### src/hw/rtl/hsv2rgb_pkg.sv
// Shared constants, sector codes and pipeline word types of the HSV to RGB converter.
package hsv2rgb_pkg;

  localparam int ColorBits   = 8;
  localparam int HueBits     = 13;
  localparam int SectorSpan  = 960;
  localparam int SectorCount = 6;
  localparam int SectorBits  = $clog2(SectorCount);
  localparam int SpanBits    = $clog2(SectorSpan);
  localparam int HueSectors  = ((1 << HueBits) - 1) / SectorSpan;
  localparam int CountBits   = $clog2(HueSectors + 1);
  localparam int ColorMax    = (1 << ColorBits) - 1;
  localparam int FullBits    = ColorBits + SpanBits;
  localparam int ProdBits    = ColorBits + FullBits;

  // 1.0 scaled by the sector span: the common divisor of p, q and t.
  localparam logic [FullBits-1:0] FullScale = FullBits'(ColorMax * SectorSpan);

  localparam int Lanes = 3;
  localparam int LaneP = 0;
  localparam int LaneQ = 1;
  localparam int LaneT = 2;

  typedef enum logic [SectorBits-1:0] {
    SecRedYel = 3'd0,
    SecYelGrn = 3'd1,
    SecGrnCyn = 3'd2,
    SecCynBlu = 3'd3,
    SecBluMag = 3'd4,
    SecMagRed = 3'd5
  } sector_e;

  typedef struct packed {
    logic [HueBits-1:0]   hue_angle;
    logic [ColorBits-1:0] saturation;
    logic [ColorBits-1:0] brightness;
  } hsv_in_t;

  typedef struct packed {
    logic [ColorBits-1:0] red;
    logic [ColorBits-1:0] green;
    logic [ColorBits-1:0] blue;
  } rgb_out_t;

  typedef struct packed {
    sector_e              sector;
    logic [SpanBits-1:0]  frac;
    logic [ColorBits-1:0] sat;
    logic [ColorBits-1:0] val;
  } sect_t;

  typedef struct packed {
    sector_e                          sector;
    logic [ColorBits-1:0]             val;
    logic [Lanes-1:0][ProdBits-1:0]   num;
  } num_t;

  typedef struct packed {
    sector_e                          sector;
    logic [ColorBits-1:0]             val;
    logic [Lanes-1:0][ColorBits-1:0]  quo;
  } quo_t;

endpackage

### src/hw/rtl/hsv2rgb_sector.sv
// Hue split into sector and in-sector fraction, one register stage.
module hsv2rgb_sector (
  input  logic                  clk_i,
  input  logic                  rst_ni,
  input  logic                  in_valid_i,
  output logic                  in_ready_o,
  input  hsv2rgb_pkg::hsv_in_t  in_data_i,
  output logic                  out_valid_o,
  input  logic                  out_ready_i,
  output hsv2rgb_pkg::sect_t    out_data_o
);
  import hsv2rgb_pkg::*;

  logic [CountBits-1:0] cnt_c;
  logic [HueBits-1:0]   base_c;
  logic [HueBits-1:0]   diff_c;
  logic [CountBits-1:0] wrap_c;
  sect_t                sect_d;
  sect_t                sect_q;
  logic                 vld_q;
  logic                 rdy_c;

  // The span multiples are compared in parallel; the count of those passed is hue / span.
  always_comb begin
    cnt_c = '0;
    for (int k = 1; k <= HueSectors; k++) begin
      if (in_data_i.hue_angle >= HueBits'(k * SectorSpan)) begin
        cnt_c = cnt_c + CountBits'(1);
      end
    end
    base_c = HueBits'(int'(cnt_c) * SectorSpan);
    diff_c = in_data_i.hue_angle - base_c;
    wrap_c = (cnt_c >= CountBits'(SectorCount)) ? cnt_c - CountBits'(SectorCount) : cnt_c;
    sect_d.sector = sector_e'(wrap_c[SectorBits-1:0]);
    sect_d.frac   = diff_c[SpanBits-1:0];
    sect_d.sat    = in_data_i.saturation;
    sect_d.val    = in_data_i.brightness;
  end

  assign rdy_c      = !vld_q || out_ready_i;
  assign in_ready_o = rdy_c;

  always_ff @(posedge clk_i or negedge rst_ni) begin
    if (!rst_ni) begin
      vld_q <= 1'b0;
    end else if (rdy_c) begin
      vld_q <= in_valid_i;
    end
  end

  always_ff @(posedge clk_i) begin
    if (rdy_c && in_valid_i) begin
      sect_q <= sect_d;
    end
  end

  assign out_valid_o = vld_q;
  assign out_data_o  = sect_q;

endmodule

### src/hw/rtl/hsv2rgb_scale.sv
// Numerators of p, q and t: saturation products, complement, then scaling by value.
module hsv2rgb_scale (
  input  logic                clk_i,
  input  logic                rst_ni,
  input  logic                in_valid_i,
  output logic                in_ready_o,
  input  hsv2rgb_pkg::sect_t  in_data_i,
  output logic                out_valid_o,
  input  logic                out_ready_i,
  output hsv2rgb_pkg::num_t   out_data_o
);
  import hsv2rgb_pkg::*;

  typedef struct packed {
    sector_e                        sector;
    logic [ColorBits-1:0]           val;
    logic [Lanes-1:0][FullBits-1:0] term;
  } term_t;

  term_t a_d, a_q, b_d, b_q;
  num_t  c_d, c_q;
  logic  a_vld_q, b_vld_q, c_vld_q;
  logic  a_rdy, b_rdy, c_rdy;

  // p uses the whole span as its fraction, so all three lanes share one divisor.
  always_comb begin
    a_d.sector      = in_data_i.sector;
    a_d.val         = in_data_i.val;
    a_d.term[LaneP] = FullBits'(in_data_i.sat) * FullBits'(SectorSpan);
    a_d.term[LaneQ] = FullBits'(in_data_i.sat) * FullBits'(in_data_i.frac);
    a_d.term[LaneT] = FullBits'(in_data_i.sat)
                    * FullBits'(SpanBits'(SectorSpan) - in_data_i.frac);
  end

  always_comb begin
    b_d = a_q;
    for (int l = 0; l < Lanes; l++) begin
      b_d.term[l] = FullScale - a_q.term[l];
    end
  end

  always_comb begin
    c_d.sector = b_q.sector;
    c_d.val    = b_q.val;
    for (int l = 0; l < Lanes; l++) begin
      c_d.num[l] = ProdBits'(b_q.val) * ProdBits'(b_q.term[l]);
    end
  end

  assign c_rdy      = !c_vld_q || out_ready_i;
  assign b_rdy      = !b_vld_q || c_rdy;
  assign a_rdy      = !a_vld_q || b_rdy;
  assign in_ready_o = a_rdy;

  always_ff @(posedge clk_i or negedge rst_ni) begin
    if (!rst_ni) begin
      a_vld_q <= 1'b0;
      b_vld_q <= 1'b0;
      c_vld_q <= 1'b0;
    end else begin
      if (a_rdy) begin
        a_vld_q <= in_valid_i;
      end
      if (b_rdy) begin
        b_vld_q <= a_vld_q;
      end
      if (c_rdy) begin
        c_vld_q <= b_vld_q;
      end
    end
  end

  always_ff @(posedge clk_i) begin
    if (a_rdy && in_valid_i) begin
      a_q <= a_d;
    end
    if (b_rdy && a_vld_q) begin
      b_q <= b_d;
    end
    if (c_rdy && b_vld_q) begin
      c_q <= c_d;
    end
  end

  assign out_valid_o = c_vld_q;
  assign out_data_o  = c_q;

endmodule

### src/hw/rtl/hsv2rgb_div.sv
// Pipelined restoring division by the fixed full scale, one quotient bit per stage.
module hsv2rgb_div (
  input  logic               clk_i,
  input  logic               rst_ni,
  input  logic               in_valid_i,
  output logic               in_ready_o,
  input  hsv2rgb_pkg::num_t  in_data_i,
  output logic               out_valid_o,
  input  logic               out_ready_i,
  output hsv2rgb_pkg::quo_t  out_data_o
);
  import hsv2rgb_pkg::*;

  typedef struct packed {
    sector_e                         sector;
    logic [ColorBits-1:0]            val;
    logic [Lanes-1:0][ProdBits-1:0]  rem;
    logic [Lanes-1:0][ColorBits-1:0] quo;
  } div_t;

  div_t src   [ColorBits+1];
  logic vld   [ColorBits+1];
  logic rdy   [ColorBits+1];

  assign src[0].sector = in_data_i.sector;
  assign src[0].val    = in_data_i.val;
  assign src[0].rem    = in_data_i.num;
  assign src[0].quo    = '0;
  assign vld[0]        = in_valid_i;
  assign in_ready_o    = rdy[0];
  assign rdy[ColorBits] = out_ready_i;

  // Each numerator is at most value times the divisor, so the quotient fits in a colour code.
  for (genvar g = 0; g < ColorBits; g++) begin : g_bit
    localparam int                  Bit     = ColorBits - 1 - g;
    localparam logic [ProdBits-1:0] Shifted = ProdBits'(FullScale) << Bit;

    div_t nxt_c;
    div_t stg_q;
    logic vld_q;

    always_comb begin
      nxt_c = src[g];
      for (int l = 0; l < Lanes; l++) begin
        if (src[g].rem[l] >= Shifted) begin
          nxt_c.rem[l]      = src[g].rem[l] - Shifted;
          nxt_c.quo[l][Bit] = 1'b1;
        end
      end
    end

    assign rdy[g] = !vld_q || rdy[g+1];

    always_ff @(posedge clk_i or negedge rst_ni) begin
      if (!rst_ni) begin
        vld_q <= 1'b0;
      end else if (rdy[g]) begin
        vld_q <= vld[g];
      end
    end

    always_ff @(posedge clk_i) begin
      if (rdy[g] && vld[g]) begin
        stg_q <= nxt_c;
      end
    end

    assign src[g+1] = stg_q;
    assign vld[g+1] = vld_q;
  end

  assign out_valid_o       = vld[ColorBits];
  assign out_data_o.sector = src[ColorBits].sector;
  assign out_data_o.val    = src[ColorBits].val;
  assign out_data_o.quo    = src[ColorBits].quo;

endmodule

### src/hw/rtl/hsv_to_rgb_converter.sv
// HSV to RGB converter top level: sector split, scaling, division and output routing.
//
//   Channel | Direction | Handshake            | Word
//   in      | input     | in_valid_i/in_ready_o  | hsv_in_t (hue_angle, saturation, brightness)
//   out     | output    | out_valid_o/out_ready_i | rgb_out_t (red, green, blue)
//
// One word is taken per clock cycle without stalls. The path holds one sector stage,
// three scaling stages, one division stage per quotient bit and the output register;
// only the division pipeline grows with ColorBits. Reset clears only the valid bits.
// A stall holds every occupied stage in place while empty stages ahead of it still
// fill, so no word is dropped or repeated.
module hsv_to_rgb_converter (
  input  logic                  clk_i,
  input  logic                  rst_ni,
  input  logic                  in_valid_i,
  output logic                  in_ready_o,
  input  hsv2rgb_pkg::hsv_in_t  in_data_i,
  output logic                  out_valid_o,
  input  logic                  out_ready_i,
  output hsv2rgb_pkg::rgb_out_t out_data_o
);
  import hsv2rgb_pkg::*;

  sect_t    sect_data;
  logic     sect_valid, sect_ready;
  num_t     num_data;
  logic     num_valid, num_ready;
  quo_t     quo_data;
  logic     quo_valid, quo_ready;
  rgb_out_t rgb_d, rgb_q;
  logic     out_vld_q;
  logic [ColorBits-1:0] p_c, q_c, t_c, v_c;

  hsv2rgb_sector u_sector (
    .clk_i       (clk_i),
    .rst_ni      (rst_ni),
    .in_valid_i  (in_valid_i),
    .in_ready_o  (in_ready_o),
    .in_data_i   (in_data_i),
    .out_valid_o (sect_valid),
    .out_ready_i (sect_ready),
    .out_data_o  (sect_data)
  );

  hsv2rgb_scale u_scale (
    .clk_i       (clk_i),
    .rst_ni      (rst_ni),
    .in_valid_i  (sect_valid),
    .in_ready_o  (sect_ready),
    .in_data_i   (sect_data),
    .out_valid_o (num_valid),
    .out_ready_i (num_ready),
    .out_data_o  (num_data)
  );

  hsv2rgb_div u_div (
    .clk_i       (clk_i),
    .rst_ni      (rst_ni),
    .in_valid_i  (num_valid),
    .in_ready_o  (num_ready),
    .in_data_i   (num_data),
    .out_valid_o (quo_valid),
    .out_ready_i (quo_ready),
    .out_data_o  (quo_data)
  );

  assign p_c = quo_data.quo[LaneP];
  assign q_c = quo_data.quo[LaneQ];
  assign t_c = quo_data.quo[LaneT];
  assign v_c = quo_data.val;

  // Zero saturation needs no special path: p, q and t all come out equal to value.
  always_comb begin
    unique case (quo_data.sector)
      SecRedYel: rgb_d = '{red: v_c, green: t_c, blue: p_c};
      SecYelGrn: rgb_d = '{red: q_c, green: v_c, blue: p_c};
      SecGrnCyn: rgb_d = '{red: p_c, green: v_c, blue: t_c};
      SecCynBlu: rgb_d = '{red: p_c, green: q_c, blue: v_c};
      SecBluMag: rgb_d = '{red: t_c, green: p_c, blue: v_c};
      SecMagRed: rgb_d = '{red: v_c, green: p_c, blue: q_c};
      default:   rgb_d = '{red: v_c, green: p_c, blue: q_c};
    endcase
  end

  assign quo_ready = !out_vld_q || out_ready_i;

  always_ff @(posedge clk_i or negedge rst_ni) begin
    if (!rst_ni) begin
      out_vld_q <= 1'b0;
    end else if (quo_ready) begin
      out_vld_q <= quo_valid;
    end
  end

  always_ff @(posedge clk_i) begin
    if (quo_ready && quo_valid) begin
      rgb_q <= rgb_d;
    end
  end

  assign out_valid_o = out_vld_q;
  assign out_data_o  = rgb_q;

  // With the sink ready, the whole stage chain must be able to move.
  a_ready_chain : assert property (@(posedge clk_i) disable iff (!rst_ni)
    out_ready_i |-> in_ready_o)
    else $error("input stalled although the output side is ready");

  // p is the darkest component: its fraction is the whole span.
  a_p_lowest : assert property (@(posedge clk_i) disable iff (!rst_ni)
    quo_valid |-> (p_c <= q_c) && (p_c <= t_c))
    else $error("p exceeds q or t after division");

  // Neither scaled component q nor t may exceed value.
  a_within_value : assert property (@(posedge clk_i) disable iff (!rst_ni)
    quo_valid |-> (q_c <= v_c) && (t_c <= v_c))
    else $error("q or t exceeds value after division");

endmodule

### config.mk
export PLATFORM = sky130hd
export DESIGN_NAME = hsv_to_rgb_converter
export DESIGN_NICKNAME = d
export VERILOG_FILES = /design/src/hw/rtl/hsv2rgb_pkg.sv /design/src/hw/rtl/hsv2rgb_sector.sv /design/src/hw/rtl/hsv2rgb_scale.sv /design/src/hw/rtl/hsv2rgb_div.sv /design/src/hw/rtl/hsv_to_rgb_converter.sv
export SDC_FILE = /design/constraint.sdc
export NUM_CORES = 2
export LEC_CHECK = 0
export BUFFER_PORTS_ARGS = -buffer_cell sky130_fd_sc_hd__buf_2
export CORE_MARGIN = 5
export CORE_UTILIZATION = 50
export CTS_BUF_LIST = sky130_fd_sc_hd__clkbuf_4 sky130_fd_sc_hd__clkbuf_8
export CTS_CLUSTER_DIAMETER = 100
export DETAILED_ROUTE_END_ITERATION = 7
export PLACE_DENSITY = 0.66
export SYNTH_ARGS = -nofsm -noshare
export SYNTH_HDL_FRONTEND = slang
export SYNTH_SLANG_ARGS = --single-unit
### constraint.sdc
create_clock -name clk_i -period 20.4 [get_ports clk_i]
set_input_delay 1.02 -clock clk_i [delete_from_list [all_inputs] [get_ports clk_i]]
set_output_delay 1.02 -clock clk_i [all_outputs]
set_load 0.005 [all_outputs]
Word-level counts from Yosys, hierarchy flattened
Index checks and enable logic that the tools add are counted.
{"block": "op_classes", "n_lt_le_gt_ge": 33, "n_mul": 7, "eq_ne": 4, "add_sub_neg": 34, "muxes": 34, "reduce_logical": 40}
{"cell": "2-to-1 mux 26 bit", "count": 21}
{"cell": "one-hot mux 24 bit (5 select lines)", "count": 1}
{"cell": "greater-or-equal comparator 26 x 18 -> 1 bit (second input constant)", "count": 3}
{"cell": "greater-or-equal comparator 26 x 19 -> 1 bit (second input constant)", "count": 3}
{"cell": "greater-or-equal comparator 26 x 20 -> 1 bit (second input constant)", "count": 3}
{"cell": "greater-or-equal comparator 26 x 21 -> 1 bit (second input constant)", "count": 3}
{"cell": "greater-or-equal comparator 26 x 22 -> 1 bit (second input constant)", "count": 3}
{"cell": "greater-or-equal comparator 26 x 23 -> 1 bit (second input constant)", "count": 3}
{"cell": "greater-or-equal comparator 26 x 24 -> 1 bit (second input constant)", "count": 3}
{"cell": "greater-or-equal comparator 26 x 25 -> 1 bit (second input constant)", "count": 3}
{"cell": "multiplier 8 x 18 -> 26 bit", "count": 3}
{"cell": "subtractor 26 x 19 -> 26 bit (second input constant)", "count": 3}
{"cell": "subtractor 26 x 20 -> 26 bit (second input constant)", "count": 3}
{"cell": "subtractor 26 x 21 -> 26 bit (second input constant)", "count": 3}
{"cell": "subtractor 26 x 22 -> 26 bit (second input constant)", "count": 3}
{"cell": "subtractor 26 x 23 -> 26 bit (second input constant)", "count": 3}
{"cell": "subtractor 26 x 24 -> 26 bit (second input constant)", "count": 3}
{"cell": "subtractor 26 x 25 -> 26 bit (second input constant)", "count": 3}
{"cell": "subtractor 18 bit (first input constant)", "count": 3}
{"cell": "greater-or-equal comparator 13 bit (second input constant)", "count": 4}
{"cell": "2-to-1 mux 4 bit", "count": 7}
{"cell": "greater-or-equal comparator 13 x 12 -> 1 bit (second input constant)", "count": 2}
{"cell": "adder 4 x 1 -> 4 bit (second input constant)", "count": 6}
{"cell": "multiplier 8 x 10 -> 18 bit", "count": 1}
{"cell": "19 further kinds", "count": 59}
{"block": "totals", "in_bits": 33, "elab_cells": 269, "out_inout_bits": 26, "reg_bits": 1021}

Longest topological paths before layout
{"block": "depth", "depth_word": 18, "ltp_mapped": 30, "mapped_depth_nobuf": 28}

Cells and area by module
Synthesis repeated with hierarchy kept, for this count alone.
{"block": "unflattened", "hier_cells": 4896, "hier_area_um2": 59548.4}
{"module": "hsv2rgb_div", "n_inst": 1, "cells_per_inst": 2090, "area_per_inst_um2": 30709.5}
{"module": "hsv2rgb_scale", "n_inst": 1, "cells_per_inst": 2484, "area_per_inst_um2": 25121.6}
{"module": "hsv2rgb_sector", "n_inst": 1, "cells_per_inst": 164, "area_per_inst_um2": 1958.1}
{"module": "hsv_to_rgb_converter", "n_inst": 1, "cells_per_inst": 158, "area_per_inst_um2": 1759.2}

Least setup slack after synthesis
No wires, ideal clock.
{"block": "synth_timing", "kind": "input-to-reg", "startpoint": "in out_ready_i", "endpoint": "reg u_scale.c_q, in the netlist u_scale.out_data_o[10], enable pin", "setup_ns": 0.648, "cell_stages": 6, "arrival_ns": 7.835, "required_time_ns": 19.752, "setup_slack_ns": 11.917, "cell_sequence": "nor2b_1 and3_1 and3_1 and3_1 and3_1 a21boi_0"}
{"block": "synth_between", "elab_chain_cells": 11}
{"element": "start: declaration", "line": "hsv_to_rgb_converter.sv:19", "source": "input logic out_ready_i,"}
{"element": "logical OR 1 bit", "line": "hsv_to_rgb_converter.sv:85", "source": "assign quo_ready = !out_vld_q || out_ready_i;"}
{"element": "logical OR 1 bit (8 in series)", "line": "hsv2rgb_div.sv:52", "source": "assign rdy[g] = !vld_q || rdy[g+1];"}
{"element": "logical OR 1 bit", "line": "hsv2rgb_scale.sv:50", "source": "assign c_rdy = !c_vld_q || out_ready_i;"}
{"element": "logical AND 1 bit", "line": "hsv2rgb_scale.sv:80", "source": "if (c_rdy && b_vld_q) begin"}
{"element": "end signal: assignment", "line": "hsv2rgb_scale.sv:81", "source": "c_q <= c_d;"}
{"element": "end: declaration", "line": "hsv2rgb_scale.sv:21", "source": "num_t c_d, c_q;"}
Every way passes these cells.
A chain may end at the register's enable or synchronous reset.

==> flow_summary.rst <==
.. list-table::
   :header-rows: 1

   * - Metric
     - Value
   * - Classification of the worst-slack hold path
     - primary input to async pin
   * - CP Class
     - flip-flop to flip-flop
   * - Num CTS Buffers
     - 155
   * - Post-DR vias/cell
     - 5.10
   * - Final max-slew violation count
     - 0
   * - Post-layout instance area
     - 0.0617 mm2
   * - Antenna-violating nets left
     - 0
   * - Sequential cell area
     - 0.0283 mm2
   * - Clock skew
     - 0.0301 ns
   * - Worst stage delay on the critical path
     - 0.61 ns
   * - Max frequency
     - 154 MHz
   * - Top_reg_cell synth
     - edfxtp_1
   * - Critical-path cell list
     - or3_1, or3b_2, nand3_1, xor2_1, nand2_1, fa_1, inv_1, fa_1, fa_1, inv_1, fa_1, inv_1, ha_1, and2_1, a31oi_1, o21ai_0, o41ai_1, o211ai_1
   * - Launching element type of the critical path
     - flip-flop
   * - Syn Std Cell Area
     - 0.0565 mm2
   * - Avg WL per Cell
     - 14.4 um
   * - Floorplan core area
     - 0.112 mm2
   * - # hold bufs at CTS
     - 0
   * - Clk sinks
     - 946
   * - Number of maximum-capacitance violations
     - 0
   * - Highest-count cells in the layout ignoring fill and taps
     - edfxtp_1, inv_1, nand2_1, fa_1, and2_1
   * - Routability Congestion
     - 0.851
   * - Required @ worst endpoint
     - 20.91 ns
   * - Layout Nets
     - 5492
   * - Boundary Pins
     - 59
   * - Number of enable-type register cells in the synthesized netlist
     - 933
   * - Placed cell count
     - 6161
   * - Area taken by multi-input logic gates
     - 0.0256 mm2
   * - Root Buffer
     - clkbuf_8
   * - Share of post-route cells with drive strength above 1
     - 0.0777
   * - First-pass GRT wire length
     - 162000 um
   * - Clock edge transition at the registers on the reported setup and hold paths
     - 0.06 ns
   * - Post-Route Setup TNS
     - 0 ns
   * - Share of async-settable or async-resettable flops after synthesis
     - 0.0137
   * - Cell row count
     - 123
   * - Ratio of final minimum period to clock period
     - 0.318
   * - Kind of cell adding the most delay to the critical path
     - adder cells
   * - Post-CTS resize count
     - 0
   * - Total gr overflow
     - 0
   * - Biggest area consumer among synthesized cells
     - edfxtp_1
   * - Maximum number of pins on one net before global-route repair
     - 76
   * - Run status
     - completed
   * - Number of fill cells
     - 9431
   * - Total track usage
     - 0.159
   * - DP Area
     - 0.0585 mm2
   * - Y dimension of the die
     - 346 um
   * - Final Critical Period
     - 6.49 ns
   * - CP most frequent cell
     - fa_1
   * - Initial Util
     - 0.503
   * - Overall via count from detail_route
     - 32904
   * - Die span in x
     - 346 um
   * - Final setup viols
     - 0
   * - FF+latch count, synth
     - 946
   * - Avg Cell Area, Syn
     - 12.1 um2
   * - Clk Latency, worst-skew pair
     - 0.80 ns
   * - Sum of net half-perimeters after detailed placement
     - 67700 um
   * - First-pass DRT Iterations
     - 6
   * - Worst-path fanout max
     - 12
   * - Commonest non-fill, non-tap cell in the layout
     - edfxtp_1
   * - Iteration-0 DRC Markers
     - 1650
   * - Final hold viol count
     - 0
   * - TritonCTS clock tree
     - yes
   * - DRC violation count after routing
     - 0
   * - CTS H-Tree Depth
     - 4
   * - Number of antenna violations at the first check in global routing
     - 2
   * - Post-Syn Nets
     - 5344
   * - Via count of the first global-routing pass
     - 33474
   * - Sequential share of the synthesized area
     - 0.502
   * - Fraction of post-synthesis cell area in the top cell type by area
     - 0.496
   * - Warning count from the yosys run
     - 0
   * - Number of port buffers
     - 58
   * - Max Root-Sink Buffers
     - 3
   * - Post-Synthesis Cells
     - 4670
   * - Post-route insts no fill
     - 6448
   * - Worst slew margin relative to its limit
     - 0.207
   * - Detailed Route WL
     - 92800 um
   * - Final worst slack
     - 13.91 ns
   * - Die Footprint
     - 0.120 mm2
   * - Worst-case setup slack after placement
     - 13.49 ns
   * - Arrival time at the worst endpoint
     - 7.00 ns
   * - Element type at the critical path end
     - flip-flop
   * - Critical Path Slowest Stage Cell
     - o41ai_1
   * - Number of buffers and inverters on the critical path
     - 3
   * - Number of distinct library cells after synthesis
     - 83
   * - Leading post-synthesis cells by cell area
     - edfxtp_1, fa_1, ha_1
   * - # Post-CTS Setup Buffers
     - 0
   * - Layout-stage area growth over the synthesis result
     - 9.23%
   * - Unrepaired setup endpoints after global routing
     - no
   * - Worst slew pin tran
     - 1.18 ns
[cell type report]
class,count,area share
inverters,578,0.0352
repair buffers,87,0.00824
well taps,1500,0.0304
multi-input cells,3050,0.415
clock buffers,205,0.0411
flip-flops and latches,946,0.459
diodes,3,0.000122
clock inverters,79,0.0100
[layer usage]
layer  vias to the layer above  GRT usage  part of all wire
met5                         -          0                 0
met4                         0     0.0472             0.023
met3                       179     0.0300             0.039
met2                       525      0.270              0.49
met1                     15889      0.211              0.45
li1                      16311          -                 -
[registers in the layout, summed over array words and instances, names as in the netlist]
| name | flops |
|---|---|
| u_sector.out_valid_o | 1 |
| u_scale.a_q | 58 |
| u_scale.out_data_o | 82 |
| out_data_o | 24 |
| u_scale.a_vld_q | 1 |
| u_scale.b_vld_q | 1 |
| u_sector.out_data_o | 29 |
| u_div.out_valid_o | 1 |
| u_div.out_data_o | 35 |
| u_div.g_bit.stg_q | 647 |
| u_div.g_bit.vld_q | 7 |
| u_scale.b_q | 58 |
| u_scale.out_valid_o | 1 |
| out_valid_o | 1 |
[cells in the mapped netlist, types with 13 or more instances]
cell      count
a21o_1       33
a21oi_1     130
a31oi_1      15
and2_1      346
and3_1       28
clkbuf_1     87
dfrtp_1      13
edfxtp_1    933
fa_1        383
ha_1        258
inv_1       574
mux2i_1      18
nand2_1     403
nand2b_1     38
nand3_1      90
nand4_1      66
nor2_1      256
nor2b_1      26
nor3_1       71
nor3b_1      16
nor4_1       80
o211ai_1     13
o21ai_0      94
o21bai_1     26
or2_2        16
or4_1        13
xnor2_1     294
xor2_1      148
[stage by stage]
step / hold slack, ns / util
6_report: 0.124 / 0.549
5_1_grt: 0.0900 / 0.549
3_3_place_gp: 0.401 / 0.521
4_1_cts: 0.0378 / 0.549
2_1_floorplan: 0.400 / -
3_5_place_dp: 0.405 / 0.521
[path summary, 6_finish.rpt]
kind	startpoint	endpoint	slack (ns)	cells after the start
min	rst_ni	u_div.g_bit[2].vld_q	0.12	1
max reg2reg	u_sector.out_data_o[18]	u_scale.a_q[52]	13.91	18
min reg2reg	u_scale.out_data_o[54]	u_div.g_bit[0].stg_q[78]	0.40	0
min in group clk_i	u_scale.out_data_o[54]	u_div.g_bit[0].stg_q[78]	0.40	0
max in group asynchronous	rst_ni	u_div.out_valid_o	20.00	1
max	u_sector.out_data_o[18]	u_scale.a_q[52]	13.91	18
[cells by family (layout without fill, tap and decap cells)]
group / count (synthesis) / in the layout / synth area share
AO/OA/AOI/OAI: 444 / 444 / 0.0512
AND/OR/NAND/NOR: 1498 / 1498 / 0.136
flip-flops: 946 / 946 / 0.502
XOR/XNOR: 442 / 442 / 0.0686
other: 0 / 3 / 0
adder cells (fa/ha/maj): 641 / 641 / 0.193
multiplexers: 25 / 25 / 0.00470
buffers and inverters: 674 / 949 / 0.0452
Power is left out: the tool's default activity adds up to more than one toggle a clock period on the data nets, which glitch-free logic cannot reach.
